File: config.mk
export PLATFORM = sky130hd
export DESIGN_NAME = virtual_detent_knob_flat
export DESIGN_NICKNAME = d
export VERILOG_FILES = /design/src/hw/rtl/vdk_pkg.sv /design/src/hw/rtl/vdk_if.sv /design/src/hw/rtl/vdk_cfg_regs.sv /design/src/hw/rtl/vdk_detent.sv /design/src/hw/rtl/virtual_detent_knob.sv /design/src/flat_wrapper.sv
export VERILOG_INCLUDE_DIRS = /design/src /design/src/hw/rtl
export SDC_FILE = /design/constraint.sdc
export NUM_CORES = 1
export LEC_CHECK = 0
export BUFFER_PORTS_ARGS = -buffer_cell sky130_fd_sc_hd__buf_2
export CAP_MARGIN = 20
export CORE_ASPECT_RATIO = 2
export CORE_MARGIN = 4
export CORE_UTILIZATION = 58
export CTS_BUF_LIST = sky130_fd_sc_hd__clkbuf_16
export DETAILED_ROUTE_END_ITERATION = 16
export GPL_ROUTABILITY_DRIVEN = 0
export PLACE_DENSITY = 0.79
export SYNTH_ARGS = -nofsm -noshare
export SYNTH_HDL_FRONTEND = slang
export SYNTH_HIERARCHICAL = 1
export SYNTH_SLANG_ARGS = --single-unit
export TNS_END_PERCENT = 10
File: constraint.sdc
create_clock -name i_clk -period 12.3 [get_ports i_clk]
set_clock_uncertainty 0.05 [all_clocks]
set_input_delay 2.46 -clock i_clk [delete_from_list [all_inputs] [get_ports i_clk]]
set_output_delay 2.46 -clock i_clk [all_outputs]
set_load 0.1 [all_outputs]
File: src/hw/rtl/assert_macros.svh
`ifndef ASSERT_MACROS_SVH
`define ASSERT_MACROS_SVH

// Concurrent property check: prop is a complete property expression.
`define VDK_ASSERT(lbl, clk, rst_n, prop, msg) \
    lbl: assert property (@(posedge clk) disable iff (!rst_n) prop) else $error(msg);

// Next-cycle check: ante at one edge implies cons at the following edge.
`define VDK_ASSERT_NEXT(lbl, clk, rst_n, ante, cons, msg) \
    lbl: assert property (@(posedge clk) disable iff (!rst_n) (ante) |=> (cons)) \
        else $error(msg);

`endif

File: src/hw/rtl/vdk_pkg.sv
`default_nettype none

package vdk_pkg;

    localparam int VALUE_WIDTH_DEF = 24;
    localparam int TICK_W          = 24;
    localparam int FRAC_BITS       = 16;
    localparam int CFG_IDX_W       = 3;

    localparam logic [CFG_IDX_W-1:0] REG_CENTER      = 3'd0;
    localparam logic [CFG_IDX_W-1:0] REG_ZONE        = 3'd1;
    localparam logic [CFG_IDX_W-1:0] REG_LOWER_LIMIT = 3'd2;
    localparam logic [CFG_IDX_W-1:0] REG_UPPER_LIMIT = 3'd3;
    localparam logic [CFG_IDX_W-1:0] REG_IDLE_LIMIT  = 3'd4;

    localparam logic OP_TICK = 1'b0;
    localparam logic OP_TURN = 1'b1;

    // Upper limit resets to 1.0 in the fixed point format.
    localparam int UPPER_RESET     = 1 << FRAC_BITS;
    localparam int IDLE_LIMIT_RESET = 300;

endpackage

`default_nettype wire

File: src/hw/rtl/vdk_if.sv
`default_nettype none

interface vdk_in_if #(
    parameter int W = 24
);
    logic                valid;
    logic                ready;
    logic                op;
    logic signed [W-1:0] cur_value;
    logic signed [W-1:0] step;

    modport source (output valid, op, cur_value, step, input ready);
    modport sink   (input valid, op, cur_value, step, output ready);
endinterface

interface vdk_out_if #(
    parameter int W = 24
);
    logic                valid;
    logic                ready;
    logic signed [W-1:0] new_value;

    modport source (output valid, new_value, input ready);
    modport sink   (input valid, new_value, output ready);
endinterface

interface vdk_cfg_if #(
    parameter int IDX_W  = 3,
    parameter int DATA_W = 24
);
    logic              valid;
    logic              ready;
    logic [IDX_W-1:0]  reg_index;
    logic [DATA_W-1:0] wdata;

    modport source (output valid, reg_index, wdata, input ready);
    modport sink   (input valid, reg_index, wdata, output ready);
endinterface

`default_nettype wire

File: src/hw/rtl/vdk_cfg_regs.sv
`default_nettype none

module vdk_cfg_regs #(
    parameter int VALUE_WIDTH = vdk_pkg::VALUE_WIDTH_DEF,
    parameter int DATA_W      = vdk_pkg::TICK_W
) (
    input  wire logic                              i_clk,
    input  wire logic                              i_rst_n,
    input  wire logic                              i_wr,
    input  wire logic [vdk_pkg::CFG_IDX_W-1:0]     i_idx,
    input  wire logic [DATA_W-1:0]                 i_wdata,
    output logic signed [VALUE_WIDTH-1:0]          o_center,
    output logic        [VALUE_WIDTH-2:0]          o_zone,
    output logic signed [VALUE_WIDTH-1:0]          o_lower,
    output logic signed [VALUE_WIDTH-1:0]          o_upper,
    output logic        [vdk_pkg::TICK_W-1:0]      o_idle_limit
);
    import vdk_pkg::*;

    localparam int W = VALUE_WIDTH;

    logic signed [W-1:0]  r_center;
    logic        [W-2:0]  r_zone;
    logic signed [W-1:0]  r_lower;
    logic signed [W-1:0]  r_upper;
    logic [TICK_W-1:0]    r_idle_limit;

    always_ff @(posedge i_clk) begin
        if (!i_rst_n) begin
            r_center     <= '0;
            r_zone       <= '0;
            r_lower      <= '0;
            r_upper      <= W'(UPPER_RESET);
            r_idle_limit <= TICK_W'(IDLE_LIMIT_RESET);
        end else if (i_wr) begin
            case (i_idx)
                REG_CENTER:      r_center     <= i_wdata[W-1:0];
                REG_ZONE:        r_zone       <= i_wdata[W-2:0];
                REG_LOWER_LIMIT: r_lower      <= i_wdata[W-1:0];
                REG_UPPER_LIMIT: r_upper      <= i_wdata[W-1:0];
                REG_IDLE_LIMIT:  r_idle_limit <= i_wdata[TICK_W-1:0];
                default: ;
            endcase
        end
    end

    assign o_center     = r_center;
    assign o_zone       = r_zone;
    assign o_lower      = r_lower;
    assign o_upper      = r_upper;
    assign o_idle_limit = r_idle_limit;

endmodule

`default_nettype wire

File: src/hw/rtl/vdk_detent.sv
`default_nettype none

module vdk_detent #(
    parameter int VALUE_WIDTH = vdk_pkg::VALUE_WIDTH_DEF
) (
    input  wire logic                          i_clk,
    input  wire logic                          i_rst_n,
    input  wire logic                          i_adv,
    input  wire logic                          i_op,
    input  wire logic signed [VALUE_WIDTH-1:0] i_cur,
    input  wire logic signed [VALUE_WIDTH-1:0] i_step,
    input  wire logic signed [VALUE_WIDTH-1:0] i_center,
    input  wire logic        [VALUE_WIDTH-2:0] i_zone,
    input  wire logic signed [VALUE_WIDTH-1:0] i_lower,
    input  wire logic signed [VALUE_WIDTH-1:0] i_upper,
    input  wire logic [vdk_pkg::TICK_W-1:0]    i_idle_limit,
    output logic signed [VALUE_WIDTH-1:0]      o_res
);
    import vdk_pkg::*;

    `include "assert_macros.svh"

    localparam int W = VALUE_WIDTH;

    logic signed [W-1:0]  r_held;
    logic signed [W-1:0]  n_held;
    logic [TICK_W-1:0]    r_idle;
    logic [TICK_W-1:0]    n_idle;

    logic signed [W-1:0]  held_idle;
    logic signed [W-1:0]  held_dir;
    logic signed [W-1:0]  held_sat;
    logic signed [W:0]    acc_sum;
    logic signed [W:0]    leave_x;
    logic signed [W:0]    cur_sum;
    logic signed [W-1:0]  nxt;
    logic signed [W:0]    dc;
    logic signed [W:0]    dn;
    logic [W+1:0]         zone_x;
    logic                 opp_dir;
    logic                 at_center;
    logic                 released;
    logic                 crossed;
    logic                 captured;

    // Clamp order: the lower test wins when the limits are inverted.
    function automatic logic signed [W-1:0] clamp_lim(input logic signed [W:0] x,
                                                      input logic signed [W-1:0] lo,
                                                      input logic signed [W-1:0] hi);
        logic signed [W:0] lo_x;
        logic signed [W:0] hi_x;
        logic signed [W:0] r;
        lo_x = {lo[W-1], lo};
        hi_x = {hi[W-1], hi};
        if (x < lo_x) begin
            r = lo_x;
        end else if (x > hi_x) begin
            r = hi_x;
        end else begin
            r = x;
        end
        return r[W-1:0];
    endfunction

    function automatic logic [W+1:0] abs_w1(input logic signed [W:0] x);
        logic signed [W+1:0] e;
        e = {x[W], x};
        return x[W] ? (W+2)'(-e) : e;
    endfunction

    always_comb begin
        held_idle = (r_idle > i_idle_limit) ? '0 : r_held;
        opp_dir   = (i_step != '0) && (held_idle != '0) && (i_step[W-1] != held_idle[W-1]);
        held_dir  = opp_dir ? '0 : held_idle;
        acc_sum   = {held_dir[W-1], held_dir} + {i_step[W-1], i_step};
        if (acc_sum[W] != acc_sum[W-1]) begin
            held_sat = acc_sum[W] ? {1'b1, {(W-1){1'b0}}} : {1'b0, {(W-1){1'b1}}};
        end else begin
            held_sat = acc_sum[W-1:0];
        end
        zone_x    = {3'b000, i_zone};
        released  = abs_w1({held_sat[W-1], held_sat}) > zone_x;
        leave_x   = {i_center[W-1], i_center} + {held_sat[W-1], held_sat};

        cur_sum   = {i_cur[W-1], i_cur} + {i_step[W-1], i_step};
        nxt       = clamp_lim(cur_sum, i_lower, i_upper);
        dc        = {i_cur[W-1], i_cur} - {i_center[W-1], i_center};
        dn        = {nxt[W-1], nxt} - {i_center[W-1], i_center};
        crossed   = (dc != '0) && (dn != '0) && (dc[W] != dn[W]);
        captured  = (abs_w1(dc) > zone_x) && (abs_w1(dn) <= zone_x);
        at_center = (i_cur == i_center);

        if (at_center) begin
            if (released) begin
                o_res  = clamp_lim(leave_x, i_lower, i_upper);
                n_held = '0;
            end else begin
                o_res  = i_center;
                n_held = held_sat;
            end
        end else if (crossed || captured) begin
            o_res  = i_center;
            n_held = '0;
        end else begin
            o_res  = nxt;
            n_held = held_idle;
        end

        if (i_op == OP_TURN) begin
            n_idle = '0;
        end else begin
            n_idle = (r_idle == {TICK_W{1'b1}}) ? r_idle : r_idle + 1'b1;
        end
    end

    always_ff @(posedge i_clk) begin
        if (!i_rst_n) begin
            r_held <= '0;
            r_idle <= '0;
        end else if (i_adv) begin
            r_idle <= n_idle;
            if (i_op == OP_TURN) begin
                r_held <= n_held;
            end
        end
    end

    `VDK_ASSERT_NEXT(a_turn_clears_idle, i_clk, i_rst_n, i_adv && i_op == OP_TURN,
        r_idle == '0, "idle count not cleared by a turn")
    `VDK_ASSERT_NEXT(a_tick_keeps_accum, i_clk, i_rst_n, i_adv && i_op == OP_TICK,
        $stable(r_held), "tick changed the accumulator")
    `VDK_ASSERT_NEXT(a_pass_keeps_accum, i_clk, i_rst_n,
        i_adv && i_op == OP_TURN && !at_center && o_res != i_center && r_idle <= i_idle_limit,
        $stable(r_held), "plain move changed the accumulator")

endmodule

`default_nettype wire

File: src/hw/rtl/virtual_detent_knob.sv
// Virtual detent for a rotary control.
// Input channel i_in: op selects a tick (advances the idle counter, no result)
// or a turn (cur_value plus signed step, one result on o_out.new_value).
// Values are signed fixed point with 16 fraction bits.
// Config channel i_cfg: reg_index 0..4 selects center, zone, lower_limit,
// upper_limit, idle_limit; i_cfg.ready is always high. Write only while idle.
// A turn passes from the input register through the detent logic into the
// output register. Throughput: one item per cycle unless a turn stalls on
// o_out; the detent logic and its state update sit in a single stage between
// the input and output registers.
// When o_out stalls, a turn waits in the input register and i_in.ready
// drops; ticks still pass while the output register holds a result.
// Reset (i_rst_n low, synchronous) clears the accumulator and idle counter,
// empties both registers and loads the register reset values.
`default_nettype none

module virtual_detent_knob #(
    parameter int VALUE_WIDTH = vdk_pkg::VALUE_WIDTH_DEF
) (
    input  wire logic i_clk,
    input  wire logic i_rst_n,
    vdk_in_if.sink    i_in,
    vdk_out_if.source o_out,
    vdk_cfg_if.sink   i_cfg
);
    import vdk_pkg::*;

    `include "assert_macros.svh"

    localparam int W      = VALUE_WIDTH;
    localparam int DATA_W = (W > TICK_W) ? W : TICK_W;

    logic                r_s1_valid;
    logic                r_s1_op;
    logic signed [W-1:0] r_s1_cur;
    logic signed [W-1:0] r_s1_step;
    logic                r_out_valid;
    logic                n_out_valid;
    logic signed [W-1:0] r_out_value;

    logic                s1_adv;
    logic                in_acc;
    logic signed [W-1:0] res;

    logic signed [W-1:0] cfg_center;
    logic        [W-2:0] cfg_zone;
    logic signed [W-1:0] cfg_lower;
    logic signed [W-1:0] cfg_upper;
    logic [TICK_W-1:0]   cfg_idle_limit;

    assign i_cfg.ready = 1'b1;

    vdk_cfg_regs #(
        .VALUE_WIDTH (W),
        .DATA_W      (DATA_W)
    ) u_cfg (
        .i_clk        (i_clk),
        .i_rst_n      (i_rst_n),
        .i_wr         (i_cfg.valid),
        .i_idx        (i_cfg.reg_index),
        .i_wdata      (i_cfg.wdata[DATA_W-1:0]),
        .o_center     (cfg_center),
        .o_zone       (cfg_zone),
        .o_lower      (cfg_lower),
        .o_upper      (cfg_upper),
        .o_idle_limit (cfg_idle_limit)
    );

    // A tick never needs the output register, so it never waits.
    assign s1_adv     = r_s1_valid && (r_s1_op == OP_TICK || !r_out_valid || o_out.ready);
    assign i_in.ready = !r_s1_valid || s1_adv;
    assign in_acc     = i_in.valid && i_in.ready;

    vdk_detent #(
        .VALUE_WIDTH (W)
    ) u_detent (
        .i_clk        (i_clk),
        .i_rst_n      (i_rst_n),
        .i_adv        (s1_adv),
        .i_op         (r_s1_op),
        .i_cur        (r_s1_cur),
        .i_step       (r_s1_step),
        .i_center     (cfg_center),
        .i_zone       (cfg_zone),
        .i_lower      (cfg_lower),
        .i_upper      (cfg_upper),
        .i_idle_limit (cfg_idle_limit),
        .o_res        (res)
    );

    always_ff @(posedge i_clk) begin
        if (!i_rst_n) begin
            r_s1_valid <= 1'b0;
        end else if (i_in.ready) begin
            r_s1_valid <= i_in.valid;
        end
    end

    always_ff @(posedge i_clk) begin
        if (in_acc) begin
            r_s1_op   <= i_in.op;
            r_s1_cur  <= i_in.cur_value;
            r_s1_step <= i_in.step;
        end
    end

    always_comb begin
        if (s1_adv && r_s1_op == OP_TURN) begin
            n_out_valid = 1'b1;
        end else if (o_out.ready) begin
            n_out_valid = 1'b0;
        end else begin
            n_out_valid = r_out_valid;
        end
    end

    always_ff @(posedge i_clk) begin
        if (!i_rst_n) begin
            r_out_valid <= 1'b0;
        end else begin
            r_out_valid <= n_out_valid;
        end
    end

    always_ff @(posedge i_clk) begin
        if (s1_adv && r_s1_op == OP_TURN) begin
            r_out_value <= res;
        end
    end

    assign o_out.valid     = r_out_valid;
    assign o_out.new_value = r_out_value;

    `VDK_ASSERT(a_tick_flows, i_clk, i_rst_n,
        (r_s1_valid && r_s1_op == OP_TICK) |-> i_in.ready, "tick stalled the input")
    `VDK_ASSERT_NEXT(a_turn_held, i_clk, i_rst_n,
        r_s1_valid && r_s1_op == OP_TURN && r_out_valid && !o_out.ready,
        r_s1_valid && r_s1_op == OP_TURN, "stalled turn lost from input register")
    `VDK_ASSERT_NEXT(a_turn_result, i_clk, i_rst_n, s1_adv && r_s1_op == OP_TURN,
        r_out_valid, "turn produced no result")

endmodule

`default_nettype wire

File: src/flat_wrapper.sv
// flat-port wrapper written by rule: the top's interface ports become plain ports
module virtual_detent_knob_flat import vdk_pkg::*;
#(
    parameter int VALUE_WIDTH = vdk_pkg::VALUE_WIDTH_DEF
)
  (i_clk, i_rst_n, i_in_valid, i_in_op, i_in_cur_value, i_in_step, i_in_ready, o_out_valid, o_out_new_value, o_out_ready, i_cfg_valid, i_cfg_reg_index, i_cfg_wdata, i_cfg_ready);
  vdk_in_if #(.W((VALUE_WIDTH_DEF))) i_in_i ();
  vdk_out_if #(.W((VALUE_WIDTH_DEF))) o_out_i ();
  vdk_cfg_if #(.IDX_W(CFG_IDX_W), .DATA_W((VALUE_WIDTH_DEF))) i_cfg_i ();
  input  wire logic i_clk;
  input  wire logic i_rst_n;
  input wire logic [$bits(i_in_i.valid)-1:0] i_in_valid;
  input wire logic [$bits(i_in_i.op)-1:0] i_in_op;
  input wire logic [$bits(i_in_i.cur_value)-1:0] i_in_cur_value;
  input wire logic [$bits(i_in_i.step)-1:0] i_in_step;
  output wire logic [$bits(i_in_i.ready)-1:0] i_in_ready;
  output wire logic [$bits(o_out_i.valid)-1:0] o_out_valid;
  output wire logic [$bits(o_out_i.new_value)-1:0] o_out_new_value;
  input wire logic [$bits(o_out_i.ready)-1:0] o_out_ready;
  input wire logic [$bits(i_cfg_i.valid)-1:0] i_cfg_valid;
  input wire logic [$bits(i_cfg_i.reg_index)-1:0] i_cfg_reg_index;
  input wire logic [$bits(i_cfg_i.wdata)-1:0] i_cfg_wdata;
  output wire logic [$bits(i_cfg_i.ready)-1:0] i_cfg_ready;
  assign i_in_i.valid = i_in_valid;
  assign i_in_i.op = i_in_op;
  assign i_in_i.cur_value = i_in_cur_value;
  assign i_in_i.step = i_in_step;
  assign i_in_ready = i_in_i.ready;
  assign o_out_valid = o_out_i.valid;
  assign o_out_new_value = o_out_i.new_value;
  assign o_out_i.ready = o_out_ready;
  assign i_cfg_i.valid = i_cfg_valid;
  assign i_cfg_i.reg_index = i_cfg_reg_index;
  assign i_cfg_i.wdata = i_cfg_wdata;
  assign i_cfg_ready = i_cfg_i.ready;
  virtual_detent_knob #(.VALUE_WIDTH(VALUE_WIDTH)) u_core (.i_clk(i_clk), .i_rst_n(i_rst_n), .i_in(i_in_i), .o_out(o_out_i), .i_cfg(i_cfg_i));
endmodule
==> summary.md <==
| Metric | Value |
|---|---|
| Initial core utilization | between 50% and 60% |
| Worst Setup Start Kind | flip-flop |
| TritonCTS buffer count | 26 |
| Root buf cell | clkbuf_16 |
| TritonCTS clock tree | yes |
| FF-to-FF path depth | 45 |
| CTS clk-pin slew, worst paths | 0.07 ns |
| Core area | 40100 µm² |
| Met3 WL | 5740 µm |
| Synthesized Nets | approximately 3200 |
| Count of buffers from port buffering | approximately 110 |
| Worst R2R Start | u_core/r_s1_step[4]$_DFFE_PP_ |
| Synth unique cells | 95 |
| IO Pins | between 100 and 150 |
| VDD IR max | around 150 µV |
| Worst path required time | ~13 ns |
| Pwr Density | between 150 and 200 nW/µm² |
| Setup CP Type | reg -> reg |
| Slew Limit Headroom | 23.7% |
| Cell with the most instances after synthesis | ha_1 |
| PnR worst setup slack | between 0.09 and 0.1 ns |
| Slew @ Worst Pin | roughly 1.1 ns |
| H-tree depth | 1 |
| Die width | between 150 and 200 µm |
| Avg Cell Area, Syn | 8.37 µm² |
| Area of the die | 43900 µm² |
| Tmin final | about 12 ns |
| Leak | 11.1 nW |
| Top Family by Delay on Critical Path | compound AO/OA/AOI/OAI gates |
| Seq/Total Area, Yosys | 23.8% |
| Tot Pwr | 0.00438 W |
| Pre-CTS setup slack | -0.0670 ns |
| Critical path data arrival time | about 13 ns |
| Worst path most repeated cell | o21ai_0 |
| M1 WL | about 27000 µm |
| Max Clock Freq | 81.9 MHz |
| Crit-path max cell delay | around 0.69 ns |
| Final hold slack | 0.411 ns |
| Hold-fix buffers, CTS | 0 |
| Global-route wire length before repair | approximately 130000 µm |
| Main synth FF type | dfxtp_1 |
| Area Growth Syn to Fin | 9.86% |
| FF+latch count, synth | between 200 and 250 |
| Grt ovf | 0 |
| TNS Setup | 0 ns |
| Worst-path fanout max | 25 |
| Vias post-DR | between 20000 and 25000 |
| WL/cell | about 25 µm |
| Share of flip-flops with an asynchronous set or reset | 0% |
| Largest net degree at the start of global routing | slightly below 90 |
| Final nets | 3303 |
| Top area cells in the synthesized netlist | ha_1 (17%), dfxtp_1 (14%), edfxtp_1 (9.3%), mux2i_1 (7.6%), nand2_1 (4.8%) |
| Final Cycle Share | between 90% and 100% |
| DP Wirelength | 67000 µm |
| Die Span Y | around 290 µm |
| Max Slew Vio Count | 0 |
| Vias in the first global route | between 20000 and 25000 |
| Clock Path Buffers | 3 |
| Syn Inst Count | 2804 |
| EDFF count, synth | between 70 and 80 |
| Cell taking the most area after synthesis | ha_1 |
| Ratio of cells with drive above 1 in the final layout | around a tenth |
| Syn. warnings | 6 |
| WL met2 | 41200 µm |
| ANT nets after route | 0 |
| Setup violators final | 0 |
| CP endpoint | u_core/u_detent/r_held[5]$_SDFFE_PN0P_ |
| DRT Pass-1 Iters | 8 |
| Rows | 104 |
| N_diodes | 0 |
| Reg2Reg Setup Slack | roughly 0.092 ns |
| Status | finished, final reports clean |
| Highest metal used | met5 |
| Final WL | approximately 85000 µm |
| Share of the synthesized area in the top cell type | 16.9% |
| GRT Util Overall | 37.3% |
| Initial antenna violation count | 1 |
| Hold Crit Class | reg -> reg |
| Critical Path Source | u_core/r_s1_step[4]$_DFFE_PP_ |
| Element type at the critical path end | flip-flop |
| CP bufs+invs | 5 |
| WP depth | 45 |
| Final Hold Vio Count | 0 |
| DRC | 0 |
| Slowest stage cell, crit path | nor4_1 |
| Vias per inst | 6.73 |
| Clock Latency Late Sink | between 0.5 and 0.6 ns |
| Top post-synthesis cells by count | ha_1 (317), nand2_1 (300), inv_1 (209), mux2i_1 (178), dfxtp_1 (169) |
| Synth Cell Area | about 23000 µm² |
| # clock sinks | ~240 |
| RR Endpoint | u_core/u_detent/r_held[5]$_SDFFE_PN0P_ |
| Initial DRC Count | 2259 |
| Max cap viols | 0 |
-- sequential cells by signal, indices dropped and copies added (netlist names), 24 cells and up --
register,cells
u_core/u_detent/r_idle,24
u_core/r_s1_cur,24
u_core/r_s1_step,24
u_core/u_cfg/o_idle_limit,24
u_core/o_out.new_value,24
u_core/u_cfg/o_center,24
u_core/u_cfg/o_upper,24
u_core/u_detent/r_held,24
u_core/u_cfg/o_lower,24
-- per-stage QoR --
stage	instances	instance area, µm²	util (%)
after floorplan	2804	23500	-
after global placement	3393	24600	61.4
after detailed placement	3393	24600	61.4
after CTS	3441	25600	63.9
after global routing	3450	25800	64.3
final	3450	25800	64.3
-- worst reg2reg max path, delay by kind of cell (launching register included) --
family,cells,cell delay (ns)
fa+ha+maj,5,1.73
xor+xnor,2,0.56
flops,1,0.51
buf+inv,5,1.00
mux,1,0.19
simple gates,6,2.02
compound gates,26,6.05
-- cell type report --
type | instances | area, µm²
tap | 530 | 663
inverter | 209 | 785
clock buffer | 31 | 776
multi-input combinational | 2262 | 16800
sequential | 242 | 5580
timing repair buffer | 159 | 953
clock inverter | 17 | 225
fill | 3408 | 14300
-- metal layers --
| layer | vias up | global-route usage [%] |
|---|---|---|
| met5 | - | 0 |
| met4 | 2 | 35.3 |
| met3 | 610 | 6.47 |
| met2 | 1344 | 65.5 |
| met1 | 10900 | 35.9 |
| li1 | 10400 | - |
-- cell usage in the layout (no fill, tap or decap), types with 12 or more instances in the layout --
master and n:
o21ai_0 140, dfxtp_1 169, mux2i_1 177, nand2_1 299, and2_1 44, nand4_1 43
o21a_1 46, a21o_1 75, xor2_1 79, nand2b_1 36, nand3_1 91, xnor2_1 94
and3_1 27, a31oi_1 19, nor3_1 30, nor2b_1 50, buf_2 105, o31ai_1 15
inv_1 211, o211ai_1 57, mux2_2 25, nor4_1 25, ha_1 317, nor2_1 140
clkbuf_16 31, or3_1 14, a211o_1 12, buf_4 50, or2_2 20, o21bai_1 15
edfxtp_1 73, a211oi_1 15, a21oi_1 161
-- cell families (layout without fill, tap and decap cells) --
kind of cell / after synthesis / after routing / synth area share [%]
AND/OR/NAND/NOR: 884 / 884 / 18.8
AO/OA/AOI/OAI: 675 / 676 / 19.3
adder cells (fa/ha/maj): 322 / 322 / 17.3
buffers and inverters: 301 / 416 / 5.41
flip-flops: 242 / 242 / 23.8
multiplexers: 203 / 203 / 8.79
XOR/XNOR: 176 / 176 / 6.57
other: 1 / 1 / 0.0160
-- report_power, final --
part / internal [W] / switching, W
Sequential: 0.000871 / 0.0000315
Clock: 0.000542 / 0.000371
Combinational: 0.00100 / 0.00156
Total: 0.00242 / 0.00196
-- what timing repair did --
item | in CTS | in global routing
buffers inserted | 0 | 6
gates resized for setup | 1 | 24
gates cloned | 0 | 1
pin swaps | 0 | 3
endpoints found under the setup margin | 15 | 48
-- worst min-delay path by stage --
stage                     depth (start not counted)                                 start  slack (ns)                              endpoint
after floorplan                                   2  u_core/u_cfg/o_zone[10]$_SDFFE_PN0P_        0.38  u_core/u_cfg/o_zone[10]$_SDFFE_PN0P_
after global placement                            2   u_core/u_cfg/o_zone[9]$_SDFFE_PN0P_        0.39   u_core/u_cfg/o_zone[9]$_SDFFE_PN0P_
after detailed placement                          2  u_core/u_cfg/o_zone[22]$_SDFFE_PN0P_        0.40  u_core/u_cfg/o_zone[22]$_SDFFE_PN0P_
after CTS                                         2  u_core/u_cfg/o_zone[22]$_SDFFE_PN0P_        0.41  u_core/u_cfg/o_zone[22]$_SDFFE_PN0P_
after global routing                              2  u_core/u_cfg/o_zone[22]$_SDFFE_PN0P_        0.42  u_core/u_cfg/o_zone[22]$_SDFFE_PN0P_
final                                             2   u_core/u_cfg/o_zone[2]$_SDFFE_PN0P_        0.41   u_core/u_cfg/o_zone[2]$_SDFFE_PN0P_
Power figures use the tool's default switching activity.
